### src/hdl/drd_pkg.sv
// Shared types and constants of the detection row decoder.
// No dependencies; used by every module of the block.
package drd_pkg;

  localparam int MaxClasses = 255;
  localparam int ValueW = 16;
  localparam int ClassW = 8;
  localparam int PosW = 9;
  localparam int ScaleW = 5;
  localparam int CfgIdxW = 3;
  localparam int QueueDepth = 2;
  localparam int QueuePtrW = $clog2(QueueDepth);
  localparam int QueueCntW = $clog2(QueueDepth + 1);

  localparam logic [CfgIdxW-1:0] RegObjMode = 3'd0;
  localparam logic [CfgIdxW-1:0] RegNumClasses = 3'd1;
  localparam logic [CfgIdxW-1:0] RegScoreThr = 3'd2;
  localparam logic [CfgIdxW-1:0] RegConfThr = 3'd3;
  localparam logic [CfgIdxW-1:0] RegXScale = 3'd4;
  localparam logic [CfgIdxW-1:0] RegYScale = 3'd5;

  typedef struct packed {
    logic              obj_mode;
    logic [ClassW-1:0] num_classes;
    logic [ValueW-1:0] score_thr;
    logic [ValueW-1:0] conf_thr;
  } front_cfg_t;

  typedef struct packed {
    logic [ScaleW-1:0] x_scale;
    logic [ScaleW-1:0] y_scale;
  } scale_cfg_t;

  typedef struct packed {
    logic [ClassW-1:0] class_index;
    logic [ValueW-1:0] confidence;
    logic [ValueW-1:0] x;
    logic [ValueW-1:0] y;
    logic [ValueW-1:0] w;
    logic [ValueW-1:0] h;
  } det_t;

endpackage

### src/hdl/detection_row_decode_core.sv
// Top level of the detection row decoder: configuration registers and wiring.
// Instantiates drd_front, drd_queue and drd_back; uses drd_pkg.
//
//   Channel   Direction   Handshake                Payload
//   in        sink        in_valid_i / in_stall_o   in_element_value_i
//   out       source      out_valid_o / out_stall_i class, confidence, box edges
//   cfg       sink        cfg_we_i                  cfg_index_i, cfg_wdata_i
//
// One element is taken per cycle; the front end stalls only while the
// two-entry detection queue is full.
// A detection passes through the detection queue, the first scaler stage and
// the result register before it is valid at the output.
// Reset clears the row position, the argmax, the queue and all valid flags.
// An output stall backs up into the queue and then into the input.
module detection_row_decode_core (
  input  logic                              clk_i,
  input  logic                              rst_ni,
  input  logic                              cfg_we_i,
  input  logic [drd_pkg::CfgIdxW-1:0]       cfg_index_i,
  input  logic [drd_pkg::ValueW-1:0]        cfg_wdata_i,
  input  logic                              in_valid_i,
  output logic                              in_stall_o,
  input  logic [drd_pkg::ValueW-1:0]        in_element_value_i,
  output logic                              out_valid_o,
  input  logic                              out_stall_i,
  output logic [drd_pkg::ClassW-1:0]        out_class_index_o,
  output logic [drd_pkg::ValueW-1:0]        out_confidence_o,
  output logic signed [drd_pkg::ValueW:0]   out_box_left_o,
  output logic signed [drd_pkg::ValueW:0]   out_box_top_o,
  output logic [drd_pkg::ValueW-1:0]        out_box_width_o,
  output logic [drd_pkg::ValueW-1:0]        out_box_height_o
);
  import drd_pkg::*;

  front_cfg_t front_cfg_q;
  scale_cfg_t scale_cfg_q;
  logic       push, full, q_valid, pop;
  det_t       push_data, q_data;

  always_ff @(posedge clk_i or negedge rst_ni) begin
    if (!rst_ni) begin
      front_cfg_q.obj_mode <= 1'b0;
      front_cfg_q.num_classes <= ClassW'(80);
      front_cfg_q.score_thr <= ValueW'(32768);
      front_cfg_q.conf_thr <= ValueW'(32768);
      scale_cfg_q.x_scale <= ScaleW'(1);
      scale_cfg_q.y_scale <= ScaleW'(1);
    end else if (cfg_we_i) begin
      case (cfg_index_i)
        RegObjMode: begin
          front_cfg_q.obj_mode <= cfg_wdata_i[0];
        end
        RegNumClasses: begin
          front_cfg_q.num_classes <= cfg_wdata_i[ClassW-1:0];
        end
        RegScoreThr: begin
          front_cfg_q.score_thr <= cfg_wdata_i;
        end
        RegConfThr: begin
          front_cfg_q.conf_thr <= cfg_wdata_i;
        end
        RegXScale: begin
          scale_cfg_q.x_scale <= cfg_wdata_i[ScaleW-1:0];
        end
        RegYScale: begin
          scale_cfg_q.y_scale <= cfg_wdata_i[ScaleW-1:0];
        end
        default: begin
        end
      endcase
    end
  end

  drd_front u_front (
    .clk_i             (clk_i),
    .rst_ni            (rst_ni),
    .cfg_i             (front_cfg_q),
    .in_valid_i        (in_valid_i),
    .in_stall_o        (in_stall_o),
    .in_element_value_i(in_element_value_i),
    .full_i            (full),
    .push_o            (push),
    .push_data_o       (push_data)
  );

  drd_queue u_queue (
    .clk_i      (clk_i),
    .rst_ni     (rst_ni),
    .push_i     (push),
    .push_data_i(push_data),
    .full_o     (full),
    .valid_o    (q_valid),
    .pop_data_o (q_data),
    .pop_i      (pop)
  );

  drd_back u_back (
    .clk_i            (clk_i),
    .rst_ni           (rst_ni),
    .scale_i          (scale_cfg_q),
    .q_valid_i        (q_valid),
    .q_data_i         (q_data),
    .pop_o            (pop),
    .out_valid_o      (out_valid_o),
    .out_stall_i      (out_stall_i),
    .out_class_index_o(out_class_index_o),
    .out_confidence_o (out_confidence_o),
    .out_box_left_o   (out_box_left_o),
    .out_box_top_o    (out_box_top_o),
    .out_box_width_o  (out_box_width_o),
    .out_box_height_o (out_box_height_o)
  );

endmodule

### src/hdl/drd_front.sv
// Front end: accepts tensor elements, tracks the row position and the argmax.
// Pushes a raw detection into the queue at a passing row end. Uses drd_pkg.
module drd_front (
  input  logic                      clk_i,
  input  logic                      rst_ni,
  input  drd_pkg::front_cfg_t       cfg_i,
  input  logic                      in_valid_i,
  output logic                      in_stall_o,
  input  logic [drd_pkg::ValueW-1:0] in_element_value_i,
  input  logic                      full_i,
  output logic                      push_o,
  output drd_pkg::det_t             push_data_o
);
  import drd_pkg::*;

  logic [PosW-1:0]   pos_q, pos_d;
  logic [ValueW-1:0] best_q, best_d;
  logic [ClassW-1:0] class_q, class_d;
  logic [ValueW-1:0] box_q [4];
  logic [ValueW-1:0] obj_q;

  logic              accept;
  logic [ClassW-1:0] n_eff, last_k, k;
  logic [PosW-1:0]   first, k_raw;
  logic              is_box, is_obj, is_cls, upd, row_end, pass;

  assign in_stall_o = full_i;
  assign accept = in_valid_i && !full_i;

  always_comb begin
    n_eff = (cfg_i.num_classes == '0) ? ClassW'(1) : cfg_i.num_classes;
    if (int'(n_eff) > MaxClasses) begin
      n_eff = ClassW'(MaxClasses);
    end
    last_k = n_eff - ClassW'(1);
    first = PosW'(4) + PosW'(cfg_i.obj_mode);
    k_raw = pos_q - first;
    k = (k_raw > {1'b0, last_k}) ? last_k : k_raw[ClassW-1:0];
    is_box = pos_q < PosW'(4);
    is_obj = !is_box && (pos_q < first);
    is_cls = !is_box && !is_obj;
    upd = (k == '0) || (in_element_value_i > best_q);
    best_d = best_q;
    class_d = class_q;
    pos_d = pos_q;
    if (accept && is_cls && upd) begin
      best_d = in_element_value_i;
      class_d = k;
    end
    row_end = is_cls && (k == last_k);
    if (accept) begin
      pos_d = row_end ? '0 : pos_q + PosW'(1);
    end
    pass = (best_d > cfg_i.score_thr) && !(cfg_i.obj_mode && (obj_q < cfg_i.conf_thr));
  end

  assign push_o = accept && row_end && pass;
  assign push_data_o.class_index = class_d;
  assign push_data_o.confidence = cfg_i.obj_mode ? obj_q : best_d;
  assign push_data_o.x = box_q[0];
  assign push_data_o.y = box_q[1];
  assign push_data_o.w = box_q[2];
  assign push_data_o.h = box_q[3];

  always_ff @(posedge clk_i or negedge rst_ni) begin
    if (!rst_ni) begin
      pos_q <= '0;
      best_q <= '0;
      class_q <= '0;
    end else begin
      pos_q <= pos_d;
      best_q <= best_d;
      class_q <= class_d;
    end
  end

  always_ff @(posedge clk_i) begin
    if (accept && is_box) begin
      box_q[pos_q[1:0]] <= in_element_value_i;
    end
    if (accept && is_obj) begin
      obj_q <= in_element_value_i;
    end
  end

endmodule

### src/hdl/drd_queue.sv
// Short detection queue between the front end and the box scaler.
// Holds raw detections so each side can stall on its own. Uses drd_pkg.
module drd_queue (
  input  logic          clk_i,
  input  logic          rst_ni,
  input  logic          push_i,
  input  drd_pkg::det_t push_data_i,
  output logic          full_o,
  output logic          valid_o,
  output drd_pkg::det_t pop_data_o,
  input  logic          pop_i
);
  import drd_pkg::*;

  det_t                 entry_q [QueueDepth];
  logic [QueuePtrW-1:0] wr_q, rd_q;
  logic [QueueCntW-1:0] cnt_q;

  assign full_o = cnt_q == QueueCntW'(QueueDepth);
  assign valid_o = cnt_q != '0;
  assign pop_data_o = entry_q[rd_q];

  always_ff @(posedge clk_i or negedge rst_ni) begin
    if (!rst_ni) begin
      wr_q <= '0;
      rd_q <= '0;
      cnt_q <= '0;
    end else begin
      if (push_i) begin
        wr_q <= (int'(wr_q) == QueueDepth - 1) ? '0 : wr_q + QueuePtrW'(1);
      end
      if (pop_i) begin
        rd_q <= (int'(rd_q) == QueueDepth - 1) ? '0 : rd_q + QueuePtrW'(1);
      end
      if (push_i && !pop_i) begin
        cnt_q <= cnt_q + QueueCntW'(1);
      end else if (pop_i && !push_i) begin
        cnt_q <= cnt_q - QueueCntW'(1);
      end
    end
  end

  always_ff @(posedge clk_i) begin
    if (push_i) begin
      entry_q[wr_q] <= push_data_i;
    end
  end

endmodule

### src/hdl/drd_back.sv
// Back end: scales box edges in two stages and holds the result register.
// Multiplies in the first stage, truncates and saturates in the second. Uses drd_pkg.
module drd_back (
  input  logic                              clk_i,
  input  logic                              rst_ni,
  input  drd_pkg::scale_cfg_t               scale_i,
  input  logic                              q_valid_i,
  input  drd_pkg::det_t                     q_data_i,
  output logic                              pop_o,
  output logic                              out_valid_o,
  input  logic                              out_stall_i,
  output logic [drd_pkg::ClassW-1:0]        out_class_index_o,
  output logic [drd_pkg::ValueW-1:0]        out_confidence_o,
  output logic signed [drd_pkg::ValueW:0]   out_box_left_o,
  output logic signed [drd_pkg::ValueW:0]   out_box_top_o,
  output logic [drd_pkg::ValueW-1:0]        out_box_width_o,
  output logic [drd_pkg::ValueW-1:0]        out_box_height_o
);
  import drd_pkg::*;

  localparam int EdgeW = ValueW + 2;
  localparam int EdgeProdW = EdgeW + ScaleW + 1;
  localparam int SizeProdW = ValueW + ScaleW;

  function automatic logic signed [ValueW:0] sat_edge(input logic signed [EdgeProdW-1:0] p);
    logic signed [EdgeProdW-1:0] adj;
    logic signed [EdgeProdW-6:0] q;
    adj = p + (p[EdgeProdW-1] ? EdgeProdW'(31) : EdgeProdW'(0));
    q = adj[EdgeProdW-1:5];
    if (q < -(EdgeProdW-5)'(65536)) begin
      return -(ValueW+1)'(65536);
    end else if (q > (EdgeProdW-5)'(65535)) begin
      return (ValueW+1)'(65535);
    end
    return q[ValueW:0];
  endfunction

  function automatic logic [ValueW-1:0] sat_size(input logic [SizeProdW-1:0] p);
    logic [SizeProdW-5:0] q;
    q = p[SizeProdW-1:4];
    return (q > (SizeProdW-4)'(65535)) ? {ValueW{1'b1}} : q[ValueW-1:0];
  endfunction

  logic                        s1_valid_q;
  logic [ClassW-1:0]           s1_class_q;
  logic [ValueW-1:0]           s1_conf_q;
  logic signed [EdgeProdW-1:0] s1_left_q, s1_top_q;
  logic [SizeProdW-1:0]        s1_width_q, s1_height_q;
  logic signed [EdgeW-1:0]     dx, dy;
  logic signed [EdgeProdW-1:0] left_p, top_p;
  logic                        s2_ready, s1_ready;

  assign s2_ready = !out_valid_o || !out_stall_i;
  assign s1_ready = !s1_valid_q || s2_ready;
  assign pop_o = q_valid_i && s1_ready;

  always_comb begin
    dx = $signed({1'b0, q_data_i.x, 1'b0}) - $signed({2'b00, q_data_i.w});
    dy = $signed({1'b0, q_data_i.y, 1'b0}) - $signed({2'b00, q_data_i.h});
    left_p = dx * $signed({1'b0, scale_i.x_scale});
    top_p = dy * $signed({1'b0, scale_i.y_scale});
  end

  always_ff @(posedge clk_i or negedge rst_ni) begin
    if (!rst_ni) begin
      s1_valid_q <= 1'b0;
      out_valid_o <= 1'b0;
    end else begin
      if (s1_ready) begin
        s1_valid_q <= q_valid_i;
      end
      if (s2_ready) begin
        out_valid_o <= s1_valid_q;
      end
    end
  end

  always_ff @(posedge clk_i) begin
    if (pop_o) begin
      s1_class_q <= q_data_i.class_index;
      s1_conf_q <= q_data_i.confidence;
      s1_left_q <= left_p;
      s1_top_q <= top_p;
      s1_width_q <= q_data_i.w * scale_i.x_scale;
      s1_height_q <= q_data_i.h * scale_i.y_scale;
    end
    if (s2_ready && s1_valid_q) begin
      out_class_index_o <= s1_class_q;
      out_confidence_o <= s1_conf_q;
      out_box_left_o <= sat_edge(s1_left_q);
      out_box_top_o <= sat_edge(s1_top_q);
      out_box_width_o <= sat_size(s1_width_q);
      out_box_height_o <= sat_size(s1_height_q);
    end
  end

endmodule

### config.mk
export PLATFORM = sky130hd
export DESIGN_NAME = detection_row_decode_core
export DESIGN_NICKNAME = d
export VERILOG_FILES = /design/src/hdl/drd_pkg.sv /design/src/hdl/detection_row_decode_core.sv /design/src/hdl/drd_front.sv /design/src/hdl/drd_queue.sv /design/src/hdl/drd_back.sv
export SDC_FILE = /design/constraint.sdc
export NUM_CORES = 1
export LEC_CHECK = 0
export ABC_AREA = 1
export BUFFER_PORTS_ARGS = -buffer_cell sky130_fd_sc_hd__buf_4
export CAP_MARGIN = 20
export CORE_ASPECT_RATIO = 0.8
export CORE_UTILIZATION = 46
export CTS_CLUSTER_SIZE = 12
export DETAILED_ROUTE_END_ITERATION = 12
export GPL_TIMING_DRIVEN = 0
export MAX_ROUTING_LAYER = met4
export PLACE_DENSITY = 0.58
export SKIP_LAST_GASP = 1
export SLEW_MARGIN = 10
export SYNTH_ARGS = -nofsm -noshare
export SYNTH_HDL_FRONTEND = slang
export SYNTH_SLANG_ARGS = --single-unit
### constraint.sdc
create_clock -name clk_i -period 10.19 [get_ports clk_i]
set_input_delay 2.038 -clock clk_i [delete_from_list [all_inputs] [get_ports clk_i]]
set_output_delay 2.038 -clock clk_i [all_outputs]
set_load 0.05 [all_outputs]
# Word level (Yosys, flattened, before mapping)
# Memory sizes are Yosys's and may differ from the RTL's.
# Cells that the tools add are included.
[word_totals]
ramBits = 240
wordCells = 131
regBits = 310
mem_count = 2
input_bits = 40
[op_classes]
n_reduce_logical = 39
n_addsub = 12
n_mul = 4
eq_ne = 7
mux = 28
order_cmp = 12
[mem_list]
columns = ["name", "depth", "width", "read_ports", "rd_ports_with_merged_regs", "write_ports", "line", "rtl"]
rows = [
  ["u_queue.entry_q", 2, 88, 1, 0, 1, "drd_queue.sv:15", "det_t entry_q [QueueDepth];"],
  ["u_front.box_q", 4, 16, 4, 0, 1, "drd_front.sv:19", "logic [ValueW-1:0] box_q [4];"],
]
[op_table]
columns = ["op", "n"]
rows = [
  ["2-to-1 mux 17 bit", 6],
  ["adder 24 bit", 2],
  ["multiplier 18 x 6 -> 24 bit", 2],
  ["multiplier 16 x 5 -> 21 bit", 2],
  ["greater-than comparator 19 x 17 -> 1 bit, second input constant", 2],
  ["less-than comparator 19 x 17 -> 1 bit, second input constant", 2],
  ["subtractor 17 x 16 -> 18 bit", 2],
  ["greater-than comparator 17 x 16 -> 1 bit, second input constant", 2],
  ["greater-than comparator 16 bit", 2],
  ["2-to-1 mux 16 bit", 2],
  ["2-to-1 mux 8 bit", 3],
  ["logical AND 1 bit", 16],
  ["logical NOT 8 bit", 2],
  ["less-than comparator 16 bit", 1],
  ["2-to-1 mux 1 bit", 12],
  ["AND reduction 2 bit", 6],
  ["2-to-1 mux 5 bit", 2],
  ["adder 9 x 1 -> 9 bit, second input constant", 1],
  ["greater-than comparator 9 x 8 -> 1 bit", 1],
  ["logical NOT 1 bit", 9],
  ["less-than comparator 9 x 3 -> 1 bit, second input constant", 1],
  ["less-than comparator 9 bit", 1],
  ["2-to-1 mux 9 bit", 1],
  ["subtractor 9 bit", 1],
  ["other kinds (14)", 21],
]

# Depth between registers and ports, before layout
[logic_depth]
word_depth = 16
mapped_depth = 44
mapped_depth_nobuf = 42

# Cells and area by module
# A second synthesis with hierarchy kept.
[unflattened]
hier_cells = 3933
area_unflattened_um2 = 36592.6
[modules_own_cells]
columns = ["mod", "area_each_um2", "seq_area_each_um2", "cells_per_inst", "n_inst"]
rows = [
  ["drd_back", 21724.6, 5935.7, 2744, 1],
  ["drd_queue", 6588.8, 5385.2, 299, 1],
  ["drd_front", 6233.5, 3228.1, 657, 1],
  ["detection_row_decode_core", 2045.7, 1283.7, 233, 1],
]

# Worst setup path after synthesis
# OpenSTA, ideal clock, no wires.
[synth_timing]
kind = "input to register"
from = "in in_element_value_i[15] (netlist name)"
to = "mem u_queue.entry_q[1][0] (netlist name), enable pin"
arrival_time_ns = 8.443
path_slack_ns = 1.212
path_stages = 21
setup_ns = 0.535
required_ns = 9.655
path_buffers = 1
path_cell_list = "ha_1 nand2_1 nor2_1 nand3_1 o41ai_1 nand2_4 nand2_4 buf_6 nand2_2 and2_1 ha_1 nand2_1 o21ai_0 nand2_1 o211ai_1 nand2_1 a32oi_1 nand2_1 inv_1 nand3_1 nor2_1"
[synth_between]
elab_chain_cells = 9
[synth_rtl]
columns = ["element", "line", "rtl"]
rows = [
  ["from (decl)", "detection_row_decode_core.sv:23", "input logic [drd_pkg::ValueW-1:0] in_element_value_i,"],
  ["greater-than comparator 16 bit", "drd_front.sv:42", "upd = (k == '0) || (in_element_value_i > best_q);"],
  ["logical OR 1 bit", "drd_front.sv:42", ""],
  ["logical AND 1 bit", "drd_front.sv:46", "if (accept && is_cls && upd) begin"],
  ["2-to-1 mux 16 bit", "drd_front.sv:46", ""],
  ["named net u_front.best_d[3]", "drd_front.sv:17", "logic [ValueW-1:0] best_q, best_d;"],
  ["greater-than comparator 16 bit", "drd_front.sv:54", "pass = (best_d > cfg_i.score_thr) && !(cfg_i.obj_mode && (obj_q < cfg_i.conf_thr));"],
  ["logical AND 1 bit", "drd_front.sv:54", ""],
  ["logical AND 1 bit", "drd_front.sv:57", "assign push_o = accept && row_end && pass;"],
  ["2-to-1 mux 1 bit", "drd_queue.sv:44", "if (push_i) begin"],
  ["2-to-1 mux 1 bit (implied by the code)", "drd_queue.sv:45", "entry_q[wr_q] <= push_data_i;"],
  ["to (decl)", "drd_queue.sv:15", ""],
]
# The timed path passes the listed nets, and every way through them passes these cells.

# Worst setup path in the final report
[layout_timing]
from = "reg u_queue.rd_q"
to = "reg u_back.s1_left_q[23], data pin"
[layout_between]
elab_chain_cells = 3
[layout_rtl]
columns = ["element", "line", "rtl"]
rows = [
  ["from (decl)", "drd_queue.sv:16", "logic [QueuePtrW-1:0] wr_q, rd_q;"],
  ["from (signal assigned)", "drd_queue.sv:33", "rd_q <= (int'(rd_q) == QueueDepth - 1) ? '0 : rd_q + QueuePtrW'(1);"],
  ["memory read (2 x 88 bit)", "--", ""],
  ["subtractor 17 x 16 -> 18 bit", "drd_back.sv:58", "dx = $signed({1'b0, q_data_i.x, 1'b0}) - $signed({2'b00, q_data_i.w});"],
  ["multiplier 18 x 6 -> 24 bit", "drd_back.sv:60", "left_p = dx * $signed({1'b0, scale_i.x_scale});"],
  ["named net u_back.left_p[23]", "drd_back.sv:50", "logic signed [EdgeProdW-1:0] left_p, top_p;"],
  ["to (signal assigned)", "drd_back.sv:82", "s1_left_q <= left_p;"],
  ["to (decl)", "drd_back.sv:47", "logic signed [EdgeProdW-1:0] s1_left_q, s1_top_q;"],
]
# The timed path passes the listed nets, and every way through them passes these cells.
# A chain may end at the register's enable or synchronous reset.

==> run_results.csv <==
group,metric,value,unit
synth,synth_top_cells_by_area,"sky130_fd_sc_hd__edfxtp_1 40%, sky130_fd_sc_hd__fa_1 12%, sky130_fd_sc_hd__ha_1 9.1%",
setup_path,slowest_delay,750,ps
synth,synth_compound_gate_area_share,5.92,%
sta,tightestPinTransition,1130,ps
synth,netlist_top_cells_count,"712 x sky130_fd_sc_hd__nand2_1, 452 x sky130_fd_sc_hd__edfxtp_1, 448 x sky130_fd_sc_hd__inv_1",
grt,grt_overflow,0,
synth,synth.lib_cells_used.distinct,53,
sta,finalWorstSetupSlack,1860,ps
setup_path,crit_path_start_kind,"register",
final_layout,finish.instance_area,38000,um^2
sta,finClkSkew,41.3,ps
job,number_of_violations_of_the_max_capacitance_limit,0,
cts,cts-buffers-inserted,56,
cts,clockRootBuffer,"sky130_fd_sc_hd__clkbuf_16",
detailed_routing,total_wire_length,79.4,mm
sta,final-hold-violation-count,0,
placement,post_dp_cell_area,36200,um^2
grt,grt_first_pass_wirelength,127,mm
synth,synth_flop_cell,"sky130_fd_sc_hd__edfxtp_1",
placement,dpl.hpwl,61.8,mm
final_layout,fin_util,52.6,%
synth,top_cell_type_s_share_of_synthesized_area,40.3,%
floorplanning,start_util,46.6,%
detailed_routing,detailroute.via_count,23400,
final_layout,multi_input_comb_area,15800,um^2
synth,synth.yosys.warnings,0,
final_layout,post_route_cells_drive_above_1_share,10.2,%
detailed_routing,drt_first_pass_iters,5,
floorplanning,die_width,304,um
cts,cts.clk_slew.worst_paths,60,ps
sta,shortest_clock_period_the_worst_path_allows_after_layout,8330,ps
grt,first_global_vias,23000,
detailed_routing,drt_first_iter_violations,1425,
synth,postSynthCellCount,3335,
synth,asyncSetResetFlopFracSynth,16.6,%
cts,maximum_clock_insertion_buffer_count,3,
synth,post_synth_xor_area_fraction,3.17,%
synth,yosysMostFrequentCell,"sky130_fd_sc_hd__nand2_1",
cts,clkLatencyLatePin,650,ps
setup_path,end_kind,"register",
synth,yosysSeqAreaShare,47.0,%
setup_path,setup.worst_path.class,"register to register",
setup_path,cell_with_the_largest_stage_delay_on_the_worst_path,"sky130_fd_sc_hd__clkbuf_1",
cts,cts-hold-fix-buffers,0,
worst_hold_path,timing.hold.worst.class,"register to register",
synth,syn_area,33700,um^2
floorplanning,fp-row-count,88,
synth,synthesized_area_divided_by_synthesized_cell_count,10.1,um^2
final_layout,layout_stage_area_growth_over_the_synthesis_result,12.8,%
sta,period_share,81.8,%
sta,timing_max_transition_violations_final,0,
floorplanning,core_region_area,72200,um^2
setup_path,crit_path_max_fanout,10,
cts,cts_sinks,542,
setup_path,critical_path_required,10560,ps
synth,synthAdderAreaFrac,20.6,%
sta,timing.max_slew.rel_slack,24.1,%
placement,numPortBuffers,131,
cts,cts_htree_levels,2,
grt,gr-usage-all-layers,22.2,%
floorplanning,fp.dieArea,74300,um^2
sta,timing.fmax,120,MHz
synth,synth-seq-cells,542,
setup_path,cp_data_arrival_time,8700,ps
final_layout,finish.net_count,4021,
sta,finalSetupViolations,0,
final_layout,area.sequential,15800,um^2
detailed_routing,detail_route.wl_per_cell,17.5,um
placement,dp_worst_setup_slack,1830,ps
grt,maximum_number_of_pins_on_one_net_before_global_route_repair,69,
detailed_routing,ant_nets,0,
synth,edff_count_synth,452,
detailed_routing,remaining_drc_errors,0,
floorplanning,vertical_extent_of_the_die,244,um
synth,muxShareOfSynthArea,0.238,%
sta,setup-tns-final,0,ps
final_layout,final.fill_count,6520,
cts,post_cts.resized_instances,0,
cts,cts_tree,"done",
sta,grt_setup_unrepaired,"no",
synth,synth-simple-area-share,16.9,%
cts,postCtsSetupRepairBufs,0,
placement,place.gp.congestion,0.892,
detailed_routing,post_drt_via_cell_ratio,5.16,
synth,synth.net_count,3814,
final_layout,antenna-diode-count,0,
synth,netlist.top_cell.by_area,"sky130_fd_sc_hd__edfxtp_1",
outcome,run_status,"complete, no violations",
floorplanning,ioPinCount,132,
synth,largest_family_of_logic_cells_by_synthesized_area,"adder cells",
grt,initial_antenna_violation_count,0,
[registers in the layout, summed over array words and instances (netlist names), 16 cells and up]
register                 count
u_front.best_q              16
u_back.s1_height_q          18
u_back.out_box_width_o      16
u_queue.entry_q            176
u_back.out_confidence_o     16
u_front.obj_q               16
u_back.s1_conf_q            16
u_back.s1_left_q            23
u_back.out_box_left_o       17
u_front.box_q               64
u_back.out_box_height_o     16
u_back.s1_width_q           18
u_back.s1_top_q             23
u_back.out_box_top_o        17
front_cfg_q                 41
[worst max-delay path, delay by kind of cell (launching register included)]
family	cells	cell delay, ps
compound gates	7	1720
simple gates	8	990
flops	1	330
fa+ha+maj	5	2060
buf+inv	7	2320
xor+xnor	2	600
[layer usage]
metal,track usage (%),up-vias,part of all wire (%)
met1,32.2,11400,49
met5,-,-,0
li1,-,11400,-
met3,2.59,82,4.6
met2,34.1,513,45
met4,3.98,0,1.4
[final timing paths]
| kind | startpoint | endpoint | slack [ps] | cells past startpoint |
|---|---|---|---|---|
| min | u_back.s1_class_q[3] | u_back.out_class_index_o[3] | 420 | 0 |
| max reg2reg | u_queue.rd_q | u_back.s1_left_q[23] | 1860 | 29 |
| max in group asynchronous | rst_ni | scale_cfg_q[5] | 8140 | 2 |
| max | u_queue.rd_q | u_back.s1_left_q[23] | 1860 | 29 |
| min reg2reg | u_back.s1_class_q[3] | u_back.out_class_index_o[3] | 420 | 0 |
| min in group asynchronous | rst_ni | front_cfg_q[25] | 1330 | 1 |
[layout by cell type, fill, tap and decap left out, drive strengths merged, types with 3 or more instances in the layout]
master,count
a211oi,3
a21boi,7
a21o,9
a21oi,139
a31oi,13
and2,15
buf,168
clkbuf,143
clkinv,14
dfrtp,84
dfstp,6
edfxtp,452
fa,194
ha,245
inv,450
mux2i,8
nand2,734
nand3,143
nand3b,13
nand4,28
nor2,287
nor3,20
nor4,7
o2111ai,3
o211ai,3
o21ai,165
o21bai,7
o221ai,4
o31ai,5
or2,84
xnor2,43
xor2,79
[through the flow]
step | cells | hold slack (ps)
6_report | 4532 | 417
5_1_grt | 4532 | 425
4_1_cts | 4530 | 419
3_5_place_dp | 4427 | 405
3_3_place_gp | 4411 | 405
2_1_floorplan | 3335 | 400
[logic make-up (layout without fill, tap and decap cells)]
kind of cell,count (synthesis),in the layout
muxes,8,8
DFF,542,542
adders and majority gates,439,439
xor gates and xnor gates,122,122
buffers and inverters,526,778
and+or+nand+nor,1333,1333
AOI/OAI and AO/OA,365,365
[final cells by class]
class / instances / share of cell area (%)
Buffer: 73 / 0.920
Clock buffer: 89 / 4.18
Clock inverter: 14 / 0.508
Inverter: 453 / 4.50
Multi-Input combinational cell: 2267 / 41.7
Sequential cell: 542 / 41.7
Tap cell: 945 / 3.11
Timing Repair Buffer: 149 / 3.42
Power is not shown: default switching activity piles up to over one toggle a cycle in this logic, so the estimate is an artifact.
